[src/hdl/hidrm_pkg.sv]
// Shared types and constants for the headphone impedance DC ramp meter.
package hidrm_pkg;

	// input item opcodes
	localparam logic [1:0] OP_START = 2'd0;
	localparam logic [1:0] OP_TICK  = 2'd1;
	localparam logic [1:0] OP_READ  = 2'd2;

	// configuration register indexes
	localparam logic CFG_CAL = 1'b0;
	localparam logic CFG_AUX = 1'b1;

	localparam logic [13:0] STEP_SIZE = 14'd100;
	localparam logic [13:0] LEVEL_A   = 14'd200;
	localparam logic [13:0] LEVEL_B   = 14'd2000;
	localparam logic [13:0] LEVEL_C   = 14'd8800;

	localparam logic [11:0] COEF_A = 12'd2417;
	localparam logic [11:0] COEF_B = 12'd967;
	localparam logic [11:0] COEF_C = 12'd879;
	localparam logic [26:0] RND_A  = 27'd256;
	localparam logic [26:0] RND_B  = 27'd1024;
	localparam logic [26:0] RND_C  = 27'd4096;
	localparam logic [16:0] MIN_A  = 17'd650;
	localparam logic [16:0] MIN_B  = 17'd150;

	localparam logic [15:0] AUX_CODE    = 16'd10000;
	localparam logic [15:0] OHMS_MAX    = 16'hFFFF;
	localparam logic [7:0]  CAL_RESET   = 8'd0;
	localparam logic [11:0] AUX_RESET   = 12'd4050;
	localparam logic [7:0]  CAL_NO_DIV  = 8'h80;

	// calibration divide: 24-bit dividend, 8-bit divisor
	localparam int DIV_BITS = 24;

	typedef struct packed {
		logic [1:0]  op;
		logic [11:0] adc_reading;
	} in_item_t;

	typedef struct packed {
		logic [13:0] dc_level;
		logic        want_reading;
		logic        busy_res;
		logic        done_res;
		logic [15:0] impedance;
	} out_item_t;

endpackage

[src/hdl/hidrm_div.sv]
// Restoring divider, one quotient bit per cycle, for the calibration scaling.
module hidrm_div import hidrm_pkg::*; (
	input  logic                clk,
	input  logic                arst_n,
	input  logic                start,
	input  logic [DIV_BITS-1:0] dividend,
	input  logic [7:0]          divisor,
	output logic                done,
	output logic [DIV_BITS-1:0] quotient
);

	localparam int CW = $clog2(DIV_BITS);

	logic                busy_q;
	logic                done_q;
	logic [CW-1:0]       cnt_q;
	logic [7:0]          rem_q;
	logic [7:0]          dvs_q;
	logic [DIV_BITS-1:0] quo_q;

	logic [8:0] shifted;
	logic [8:0] diff;
	logic       ge;

	assign shifted = {rem_q, quo_q[DIV_BITS-1]};
	assign ge      = shifted >= {1'b0, dvs_q};
	assign diff    = shifted - {1'b0, dvs_q};

	always_ff @(posedge clk or negedge arst_n) begin
		if (!arst_n) begin
			busy_q <= 1'b0;
			done_q <= 1'b0;
			cnt_q  <= '0;
		end else begin
			done_q <= 1'b0;
			if (start) begin
				busy_q <= 1'b1;
				cnt_q  <= CW'(DIV_BITS - 1);
			end else if (busy_q) begin
				if (cnt_q == '0) begin
					busy_q <= 1'b0;
					done_q <= 1'b1;
				end else begin
					cnt_q <= cnt_q - 1'b1;
				end
			end
		end
	end

	always_ff @(posedge clk) begin
		if (start) begin
			rem_q <= '0;
			dvs_q <= divisor;
			quo_q <= dividend;
		end else if (busy_q) begin
			rem_q <= ge ? diff[7:0] : shifted[7:0];
			quo_q <= {quo_q[DIV_BITS-2:0], ge};
		end
	end

	assign done     = done_q;
	assign quotient = quo_q;

endmodule

[src/hdl/headphone_impedance_dc_ramp_meter.sv]
// Top level of the headphone impedance DC ramp meter: sequencer, converter, output register.
//
//   channel   direction  handshake             payload
//   in        sink       in_valid / in_stall   in_data  (op, adc_reading)
//   out       source     out_valid / out_stall out_data (level, flags, impedance)
//   cfg       sink       cfg_we                cfg_index, cfg_data
//
// Start, tick and ordinary reading transfers load their result into the
// output register on the edge that accepts them. The fourth reading of a
// measurement at levels 200, 2000 or 8800 runs the converter (at 200 only if
// the mean is not above aux): the difference is formed on acceptance, then the
// multiply, the threshold/trim check, the bit-serial calibration divider and
// the post; the divider is skipped for a trim of 0 or -128 or a zero value.
// in_stall is high while a conversion runs or while the output register is
// full and stalled. Reset clears control and result state; cal and aux load their reset values.
module headphone_impedance_dc_ramp_meter import hidrm_pkg::*; (
	input  logic        clk,
	input  logic        arst_n,
	input  logic        in_valid,
	output logic        in_stall,
	input  in_item_t    in_data,
	output logic        out_valid,
	input  logic        out_stall,
	output out_item_t   out_data,
	input  logic        cfg_we,
	input  logic        cfg_index,
	input  logic [11:0] cfg_data
);

	typedef enum logic [2:0] {
		P_IDLE, P_BASE, P_RAMP, P_MEAS, P_DOWN
	} phase_t;

	typedef enum logic [2:0] {
		S_IDLE, S_MUL, S_CHK, S_DIV, S_FIN
	} seq_t;

	// architectural state
	phase_t      phase_q;
	logic [13:0] level_q;
	logic [1:0]  cnt_q;
	logic [13:0] rsum_q;
	logic [13:0] base_q;
	logic [15:0] ohms_q;
	logic [7:0]  cal_q;
	logic [11:0] aux_q;

	// conversion sequencer
	seq_t        seq_q;
	logic [13:0] d_q;
	logic [26:0] prod_q;
	logic [15:0] res_q;

	out_item_t   out_q;
	logic        out_valid_q;

	logic accept;
	assign accept   = in_valid && !in_stall;
	assign in_stall = (seq_q != S_IDLE) || (out_valid_q && out_stall);

	// next state for one transfer
	phase_t      phase_nx;
	logic [13:0] level_nx;
	logic [1:0]  cnt_nx;
	logic [13:0] rsum_nx;
	logic [13:0] base_nx;
	logic [15:0] ohms_nx;
	logic        done_nx;
	logic        conv_go;
	logic [13:0] sum_add;

	assign sum_add = rsum_q + 14'(in_data.adc_reading);

	always_comb begin
		phase_nx = phase_q;
		level_nx = level_q;
		cnt_nx   = cnt_q;
		rsum_nx  = rsum_q;
		base_nx  = base_q;
		ohms_nx  = ohms_q;
		done_nx  = 1'b0;
		conv_go  = 1'b0;
		unique case (in_data.op)
			OP_START: begin
				phase_nx = P_BASE;
				level_nx = '0;
				cnt_nx   = '0;
				rsum_nx  = '0;
				base_nx  = '0;
			end
			OP_TICK: begin
				if (phase_q == P_RAMP) begin
					level_nx = level_q + STEP_SIZE;
					if (level_nx == LEVEL_A || level_nx == LEVEL_B || level_nx == LEVEL_C) begin
						phase_nx = P_MEAS;
						cnt_nx   = '0;
						rsum_nx  = '0;
					end
				end else if (phase_q == P_DOWN) begin
					level_nx = (level_q >= STEP_SIZE) ? level_q - STEP_SIZE : '0;
					if (level_nx == '0) begin
						phase_nx = P_IDLE;
						done_nx  = 1'b1;
					end
				end
			end
			OP_READ: begin
				if (phase_q == P_BASE || phase_q == P_MEAS) begin
					if (cnt_q == 2'd3) begin
						cnt_nx  = '0;
						rsum_nx = '0;
						if (phase_q == P_BASE) begin
							base_nx  = sum_add;
							phase_nx = P_RAMP;
						end else if (level_q == LEVEL_A && sum_add[13:2] > aux_q) begin
							// mean above the aux threshold: aux cable, no conversion
							ohms_nx  = AUX_CODE;
							phase_nx = P_DOWN;
						end else begin
							conv_go = 1'b1;
						end
					end else begin
						cnt_nx  = cnt_q + 1'b1;
						rsum_nx = sum_add;
					end
				end
			end
			default: ;
		endcase
	end

	// output register loads on a direct transfer or when a conversion posts
	logic out_load;
	assign out_load = (seq_q == S_IDLE && accept && !conv_go) || (seq_q == S_FIN);

	// converter datapath
	logic [11:0] coef;
	logic [26:0] rnd;
	logic [16:0] r_raw;
	logic [16:0] r_chk;
	logic [15:0] r_sat;
	logic [7:0]  dvs;
	logic        div_start;
	logic        div_done;
	logic [DIV_BITS-1:0] quo;

	always_comb begin
		priority if (level_q == LEVEL_A) begin
			coef  = COEF_A;
			rnd   = RND_A;
			r_raw = 17'(prod_q >> 9);
		end else if (level_q == LEVEL_B) begin
			coef  = COEF_B;
			rnd   = RND_B;
			r_raw = 17'(prod_q >> 11);
		end else begin
			coef  = COEF_C;
			rnd   = RND_C;
			r_raw = 17'(prod_q >> 13);
		end
	end

	always_comb begin
		r_chk = r_raw;
		if (level_q == LEVEL_A && r_raw < MIN_A)
			r_chk = '0;
		else if (level_q == LEVEL_B && r_raw < MIN_B)
			r_chk = '0;
	end

	assign r_sat     = r_chk[16] ? OHMS_MAX : r_chk[15:0];
	assign dvs       = 8'({cal_q[7], cal_q} + 9'd128);
	assign div_start = (seq_q == S_CHK) && (cal_q != '0) && (r_chk != '0)
		&& (cal_q != CAL_NO_DIV);

	hidrm_div u_div (
		.clk      (clk),
		.arst_n   (arst_n),
		.start    (div_start),
		.dividend ({r_chk, 7'b0}),
		.divisor  (dvs),
		.done     (div_done),
		.quotient (quo)
	);

	// sequencer, state and output register
	always_ff @(posedge clk or negedge arst_n) begin
		if (!arst_n) begin
			phase_q     <= P_IDLE;
			level_q     <= '0;
			cnt_q       <= '0;
			rsum_q      <= '0;
			base_q      <= '0;
			ohms_q      <= '0;
			cal_q       <= CAL_RESET;
			aux_q       <= AUX_RESET;
			seq_q       <= S_IDLE;
			out_valid_q <= 1'b0;
		end else begin
			if (cfg_we) begin
				unique case (cfg_index)
					CFG_CAL: cal_q <= cfg_data[7:0];
					CFG_AUX: aux_q <= cfg_data;
					default: ;
				endcase
			end

			if (out_load)
				out_valid_q <= 1'b1;
			else if (!out_stall)
				out_valid_q <= 1'b0;

			unique case (seq_q)
				S_IDLE: begin
					if (accept) begin
						phase_q <= phase_nx;
						level_q <= level_nx;
						cnt_q   <= cnt_nx;
						rsum_q  <= rsum_nx;
						base_q  <= base_nx;
						ohms_q  <= ohms_nx;
						if (conv_go) begin
							d_q   <= (sum_add >= base_q) ? sum_add - base_q : '0;
							seq_q <= S_MUL;
						end else begin
							out_q <= '{dc_level: level_nx,
								want_reading: (phase_nx == P_BASE || phase_nx == P_MEAS),
								busy_res: (phase_nx != P_IDLE),
								done_res: done_nx,
								impedance: ohms_nx};
						end
					end
				end
				S_MUL: begin
					prod_q <= 27'(d_q) * 27'(coef) + rnd;
					seq_q  <= S_CHK;
				end
				S_CHK: begin
					if (div_start) begin
						seq_q <= S_DIV;
					end else begin
						// trim of -128 leaves no divisor: a nonzero value pins high
						res_q <= (cal_q == CAL_NO_DIV && r_chk != '0) ? OHMS_MAX : r_sat;
						seq_q <= S_FIN;
					end
				end
				S_DIV: begin
					if (div_done) begin
						res_q <= (quo[DIV_BITS-1:16] != '0) ? OHMS_MAX : quo[15:0];
						seq_q <= S_FIN;
					end
				end
				S_FIN: begin
					ohms_q  <= res_q;
					phase_q <= (res_q != '0 || level_q == LEVEL_C) ? P_DOWN : P_RAMP;
					out_q   <= '{dc_level: level_q, want_reading: 1'b0, busy_res: 1'b1,
						done_res: 1'b0, impedance: res_q};
					seq_q   <= S_IDLE;
				end
				default: seq_q <= S_IDLE;
			endcase
		end
	end

	assign out_valid = out_valid_q;
	assign out_data  = out_q;

	// the output register is drained before a conversion posts its result
	a_conv_out_empty: assert property (@(posedge clk) disable iff (!arst_n)
		seq_q != S_IDLE |-> !out_valid_q)
		else $error("output register full during conversion");

	a_done_at_zero: assert property (@(posedge clk) disable iff (!arst_n)
		out_valid_q && out_q.done_res |-> out_q.dc_level == '0 && !out_q.busy_res)
		else $error("done flagged away from level zero");

	a_idle_level: assert property (@(posedge clk) disable iff (!arst_n)
		phase_q == P_IDLE |-> level_q == '0)
		else $error("DC level driven while idle");

	a_conv_phase: assert property (@(posedge clk) disable iff (!arst_n)
		seq_q == S_MUL |-> phase_q == P_MEAS && $past(accept))
		else $error("conversion started outside a measurement");

endmodule
[config.mk]
export PLATFORM = sky130hd
export DESIGN_NAME = headphone_impedance_dc_ramp_meter
export DESIGN_NICKNAME = d
export VERILOG_FILES = /design/src/hdl/hidrm_pkg.sv /design/src/hdl/hidrm_div.sv /design/src/hdl/headphone_impedance_dc_ramp_meter.sv
export SDC_FILE = /design/constraint.sdc
export NUM_CORES = 1
export LEC_CHECK = 0
export BUFFER_PORTS_ARGS = -buffer_cell sky130_fd_sc_hd__buf_2
export CAP_MARGIN = 10
export CORE_MARGIN = 2
export CORE_UTILIZATION = 44
export CTS_CLUSTER_DIAMETER = 40
export DETAILED_ROUTE_END_ITERATION = 8
export HOLD_SLACK_MARGIN = 0.05
export PLACE_DENSITY_LB_ADDON = 0.2
export SYNTH_ARGS = -nofsm -noshare
export SYNTH_HDL_FRONTEND = slang
export SYNTH_SLANG_ARGS = --single-unit
export TNS_END_PERCENT = 1
[constraint.sdc]
create_clock -name clk -period 9.8 [get_ports clk]
set_input_delay 0.98 -clock clk [delete_from_list [all_inputs] [get_ports clk]]
set_output_delay 0.98 -clock clk [all_outputs]
set_load 0.02 [all_outputs]
[Yosys cells after proc, flatten, opt, wreduce, memory -nomap -nowiden]
Cells that the tools add are included.
Operators by class
  $add $sub $neg: 9
  multiply operators: 1
  order comparisons: 6
  eq/ne operators: 33
  mux-type cells: 82
  bitwise operators: 1
  reduce and logical (&&, ||, !) cells: 47
Operators with widths (count)
  two-way mux 16 bit: 12
  two-way mux 14 bit: 10
  two-way mux 33 bit: 2
  case mux 33 bit (2 select lines): 1
  case mux 16 bit (2 select lines): 2
  case mux 14 bit (2 select lines): 2
  two-way mux 17 bit: 3
  two-way mux 24 bit: 2
  two-way mux 3 bit: 14
  case mux 14 bit (3 select lines): 1
  == test 14 x 11 -> 1 bit (second input constant): 2
  == test 14 bit (second input constant): 2
  == test 14 x 8 -> 1 bit (second input constant): 2
  adder 26 x 27 -> 27 bit: 1
  multiplier 14 x 12 -> 26 bit: 1
  two-way mux 13 bit: 2
  != test 2 bit (second input constant): 10
  < comparator 17 x 10 -> 1 bit (second input constant): 1
  < comparator 17 x 8 -> 1 bit (second input constant): 1
  two-way mux 1 bit: 17
  nonzero test 17 bit: 1
  two-way mux 8 bit: 2
  nonzero test 16 bit: 1
  nonzero test 8 bit: 2
  other kinds (41): 85
Word-level totals
  register bits: 224
  input port bits: 32
  logic and storage cells: 204

[Logic depth before layout (Yosys ltp)]
  depth in word-level cells: 13
  depth in mapped cells: 32

[Hierarchy]
Synthesis repeated with hierarchy kept, for this count alone.
Second synthesis, totals
  cells, all modules: 1742
  area, all modules: 16907.5 um^2
By module, submodules not included
  headphone_impedance_dc_ramp_meter: instances 1, cells each 1545, area an instance 14518.9 um^2, sequential area each 4619.4 um^2
  hidrm_div: instances 1, cells each 197, area an instance 2388.5 um^2, sequential area each 1296.2 um^2

[Worst setup path after synthesis]
OpenSTA, ideal clock, no wires.
  path type: input-to-reg
  start point: input port in_data[0] in the netlist's numbering
  end point: register out_q, in the netlist out_data[0], enable pin
  library setup time: 0.464 ns
  data arrival time: 6.697 ns
  setup slack: 2.639 ns
  cell stages on the path: 19
  cell sequence: ha_1 > fa_1 > a21o_1 > a21oi_1 > o21bai_1 > a21oi_1 > o21ai_0 > a311oi_1 > a211o_1 > xnor2_1 > ha_1 > nand4_1 > or2_2 > o21bai_1 > o221ai_1 > nor2b_1 > nor2_1 > nor2_1 > nor3_1
On the way
  longest elaborated chain between the ends: 10
RTL lines
  from (decl): RTL line headphone_impedance_dc_ramp_meter.sv:21  | input in_item_t in_data,
  adder 14 x 12 -> 14 bit: RTL line headphone_impedance_dc_ramp_meter.sv:72  | assign sum_add = rsum_q + 14'(in_data.adc_reading);
  > comparator 12 bit: RTL line headphone_impedance_dc_ramp_meter.sv:115  | end else if (level_q == LEVEL_A && sum_add[13:2] > aux_q) begin
  logical AND 1 bit: RTL line headphone_impedance_dc_ramp_meter.sv:115
  two-way mux 1 bit: RTL line headphone_impedance_dc_ramp_meter.sv:115
  two-way mux 1 bit: RTL line headphone_impedance_dc_ramp_meter.sv:112  | if (phase_q == P_BASE) begin
  two-way mux 1 bit: RTL line headphone_impedance_dc_ramp_meter.sv:109  | if (cnt_q == 2'd3) begin
  two-way mux 1 bit: RTL line headphone_impedance_dc_ramp_meter.sv:108  | if (phase_q == P_BASE || phase_q == P_MEAS) begin
  two-way mux 1 bit: RTL line headphone_impedance_dc_ramp_meter.sv:83  | unique case (in_data.op)
  != test 2 bit (no line)
  AND reduction 4 bit (no line)
  to (signal assigned): RTL line headphone_impedance_dc_ramp_meter.sv:226  | out_q <= '{dc_level: level_nx,
  to (signal assigned): RTL line headphone_impedance_dc_ramp_meter.sv:256  | out_q <= '{dc_level: level_q, want_reading: 1'b0, busy_res: 1'b1,
  to (decl): RTL line headphone_impedance_dc_ramp_meter.sv:54  | out_item_t out_q;
Every way passes these cells.
A chain may end at the register's enable or synchronous reset.

[Final worst setup path]
  start point: register level_q[2]
  end point: register prod_q[26] (data pin)
On the way
  longest elaborated chain between the ends: 5
  elaborated cells between the ends (all ways): 8
  those cells by class: add/sub (1); mul (1); eq/ne (2); mux (4)
RTL lines
  from (decl): RTL line headphone_impedance_dc_ramp_meter.sv:40  | logic [13:0] level_q;
  from (signal assigned): RTL line headphone_impedance_dc_ramp_meter.sv:217  | level_q <= level_nx;
  == test 14 x 11 -> 1 bit: RTL line headphone_impedance_dc_ramp_meter.sv:152  | end else if (level_q == LEVEL_B) begin
  two-way mux 8 bit: RTL line headphone_impedance_dc_ramp_meter.sv:152
  two-way mux 12 bit: RTL line headphone_impedance_dc_ramp_meter.sv:148  | priority if (level_q == LEVEL_A) begin
  multiplier 14 x 12 -> 26 bit: RTL line headphone_impedance_dc_ramp_meter.sv:235  | prod_q <= 27'(d_q) * 27'(coef) + rnd;
  adder 26 x 27 -> 27 bit *: RTL line headphone_impedance_dc_ramp_meter.sv:235
  to (signal assigned): RTL line headphone_impedance_dc_ramp_meter.sv:235
  to (decl): RTL line headphone_impedance_dc_ramp_meter.sv:51  | logic [26:0] prod_q;
Mark *: on every way between the ends. The rest lies on a longest branch, timed or not.

==> summary.md <==
| Metric | Value |
|---|---|
| Initial antenna violation count | 1 |
| Via count | 12300 |
| Worst r2r dst | prod_q[26] |
| Crit path max fanout | 40 |
| Post-synth ARST share | 43.7% |
| Net count, final | 2037 |
| Relative slew slack | 31.9% |
| Grt ovf | 0 |
| First-pass GRT wire length | 67000 microns |
| Most used DFF post-synth | edfxtp_1 |
| Initial DRC Count | 797 |
| Placeable Area | 37300 sq um |
| XOR/XNOR share of the synthesized area | 2.70% |
| Compound-Gate Fraction of Synth Area | 13.9% |
| Final WL | 41500 microns |
| Post-Synth Simple-Gate Area | 14.9% |
| Period utilization | 78.3% |
| Hold Vio Cnt, Final | 0 |
| Yosys top cell by area | edfxtp_1 |
| ANT nets after route | 0 |
| Commonest non-fill, non-tap cell in the layout | inv_1 |
| Post-CTS setup buffers | 0 |
| Worst Setup EP | prod_q[26] |
| Status | complete, no violations |
| TritonCTS clock tree | yes |
| Synthesized area per cell | 9.72 sq um |
| Reg-to-Reg Start | level_q[2] |
| Tightest Pin Transition | 1.02 ns |
| Share of layout cells above drive strength 1 | 12.5% |
| Maximum clock rate | 0.130 GHz |
| Number of synthesized flops with an enable pin | 106 |
| Largest net degree at the start of global routing | 62 |
| Pwr Total | 0.00485 W |
| Avg WL per Cell | 18.3 microns |
| CTS sink cnt | 215 |
| Placed cell count | 2200 |
| Reg2Reg Setup Slack | 2.12 ns |
| Pre-CTS WS | 2.13 ns |
| Finished Layout Cells | 2269 |
| CP startpoint | level_q[2] |
| Die Y | 198 microns |
| Largest family of logic cells by synthesized area | adder cells |
| WP data required | 10.10 ns |
| Cell Pwr Density | 260 nW/um^2 |
| CTS hold repair buffers | 0 |
| DRT Pass-1 Iters | 5 |
| I/O pin count | 67 |
| Worst Skew | 0.0265 ns |
| Post-Synthesis Cells | 1702 |
| Post-synthesis adder-cell area fraction | 23.1% |
| Worst vdd ir | 0.269 mV |
| GRT Util Overall | 21.9% |
| Routability congestion estimate | 0.929 |
| Area of the multi-input gates | 9610 sq um |
| Vias in the first global route | 12400 |
| Area grow syn2layout | 12.6% |
| Synth area leaders | edfxtp_1 19%, fa_1 14%, dfrtp_1 13% |
| Post-Route Utilization | 50.0% |
| Avg Vias per Cell | 5.44 |
| Clk buf depth | 3 |
| Worst reg-to-reg path cell count | 24 |
| Number of max-cap violations | 0 |
| Leak | 8.51 nW |
| Min Tclk post-route | 7.68 ns |
| CTS Root Cell | clkbuf_16 |
| CTS HTree Levels | 2 |
| #FFs+latches synth | 215 |
| Initial Utilization | 44.4% |
| HPWL Detailed | 31700 microns |
| Top cell type's share of synthesized area | 19.2% |
| Num CTS Buffers | 38 |
| Worst setup EP type | register |
| Slew Limit Fails | 0 |
| Most frequent cells in the layout | 221 x inv_1, 166 x nand2_1, 162 x nor2_1, 127 x ha_1, 112 x fa_1 |
| IO buf count | 66 |
| Count of cell types in the netlist | 89 |
| Worst setup margin | 2.12 ns |
| Fill count | 3502 |
| WS Path Type | register to register |
| Remaining DRCs | 0 |
| Worst-skew pair later-pin latency | 0.55 ns |
| Std-Cell Rows | 71 |
| Data arrival, critical path | 7.97 ns |
| Final setup vio count | 0 |
| Reg clk slew, reported paths | 0.05 ns |
| Ys Warns | 0 |
| Post-Syn Area | 16500 sq um |
| RSZ-0062 raised after global routing | no |
| Crit start category | register |
| PostCTS Resize Cnt | 0 |
| Final setup TNS | 0 ns |
| Diode count | 0 |
| Multiplexer share of the synthesized area | 3.00% |
| Die area | 39200 sq um |
| Sequential fraction of the synthesis area | 35.3% |
| HP Class | input port to async pin |
| Die span in x | 198 microns |
| Sequential cell area | 5850 sq um |
## power by group
| part | switching (W) | internal (W) |
|---|---|---|
| combinational | 0.00116 | 0.000813 |
| clock | 0.000485 | 0.000868 |
| sequential | 0.000220 | 0.00130 |
## final cells by class
class	count	share of cell area (%)
Multi-Input combinational cell	1206	51.6
Sequential cell	215	31.4
Clock buffer	46	5.54
Inverter	226	4.55
Tap cell	474	3.18
Timing Repair Buffer	79	2.31
Clock inverter	23	1.50
## routing by layer
metal | track usage (%) | wire length, microns
met4 | 6.60 | 1010
met2 | 35.6 | 19400
met3 | 3.17 | 2060
met1 | 30.5 | 19100
met5 | 0 | 0
## flip-flops by register name, summed over array words and instances (netlist names), 12 cells and up
name and cells:
res_q 16, out_data 33, prod_q 18, d_q 14
u_div.quotient 24, base_q 14, rsum_q 14, level_q 14
aux_q 12, ohms_q 16
## worst min path at each step
stage                     slack [ns]             end
final                           0.39      ohms_q[13]
after global routing            0.42      ohms_q[13]
after CTS                       0.39  u_div.cnt_q[0]
after detailed placement        0.47  u_div.rem_q[7]
after global placement          0.46  u_div.rem_q[7]
after floorplan                 0.44  u_div.dvs_q[2]
## critical path, stage by stage (launching register included)
cell and delay (ns):
dfrtp_1 0.65, inv_1 0.17, ha_1 0.25, and4b_1 0.24, and4_4 0.32, inv_2 0.57, nand2_1 0.19, fa_1 0.59
inv_1 0.06, fa_1 0.52, fa_1 0.44, fa_1 0.54, inv_1 0.05, fa_1 0.52, inv_1 0.04, ha_1 0.20
or3_1 0.39, o311a_1 0.31, o211ai_1 0.23, a21oi_1 0.17, o311a_1 0.38, o21a_1 0.20, o21a_1 0.18, nor2_1 0.12
xnor2_1 0.08
## synth_stat cells (34+ instances only)
cell      count
nor2_1      162
xnor2_1      34
ha_1        127
dfrtp_1      86
nor3_1       39
edfxtp_1    106
fa_1        112
nand2_1     166
a21oi_1      85
inv_1       221
o21ai_0      66
clkbuf_1     44
## metrics by stage
step	area (sq um)	hold WS [ns]
after floorplan	16600	0.443
after global placement	17300	0.458
after detailed placement	17300	0.469
after CTS	18600	0.394
after global routing	18600	0.420
final	18600	0.390
## cell families (layout without fill, tap and decap cells)
kind of cell	after synthesis	in the layout
adder cells (fa/ha/maj)	239	239
AO/OA/AOI/OAI	336	336
multiplexers	46	46
other	2	12
AND/OR/NAND/NOR	522	522
XOR/XNOR	51	51
buffers and inverters	291	374
flip-flops	215	215
Power figures use the tool's default switching activity.
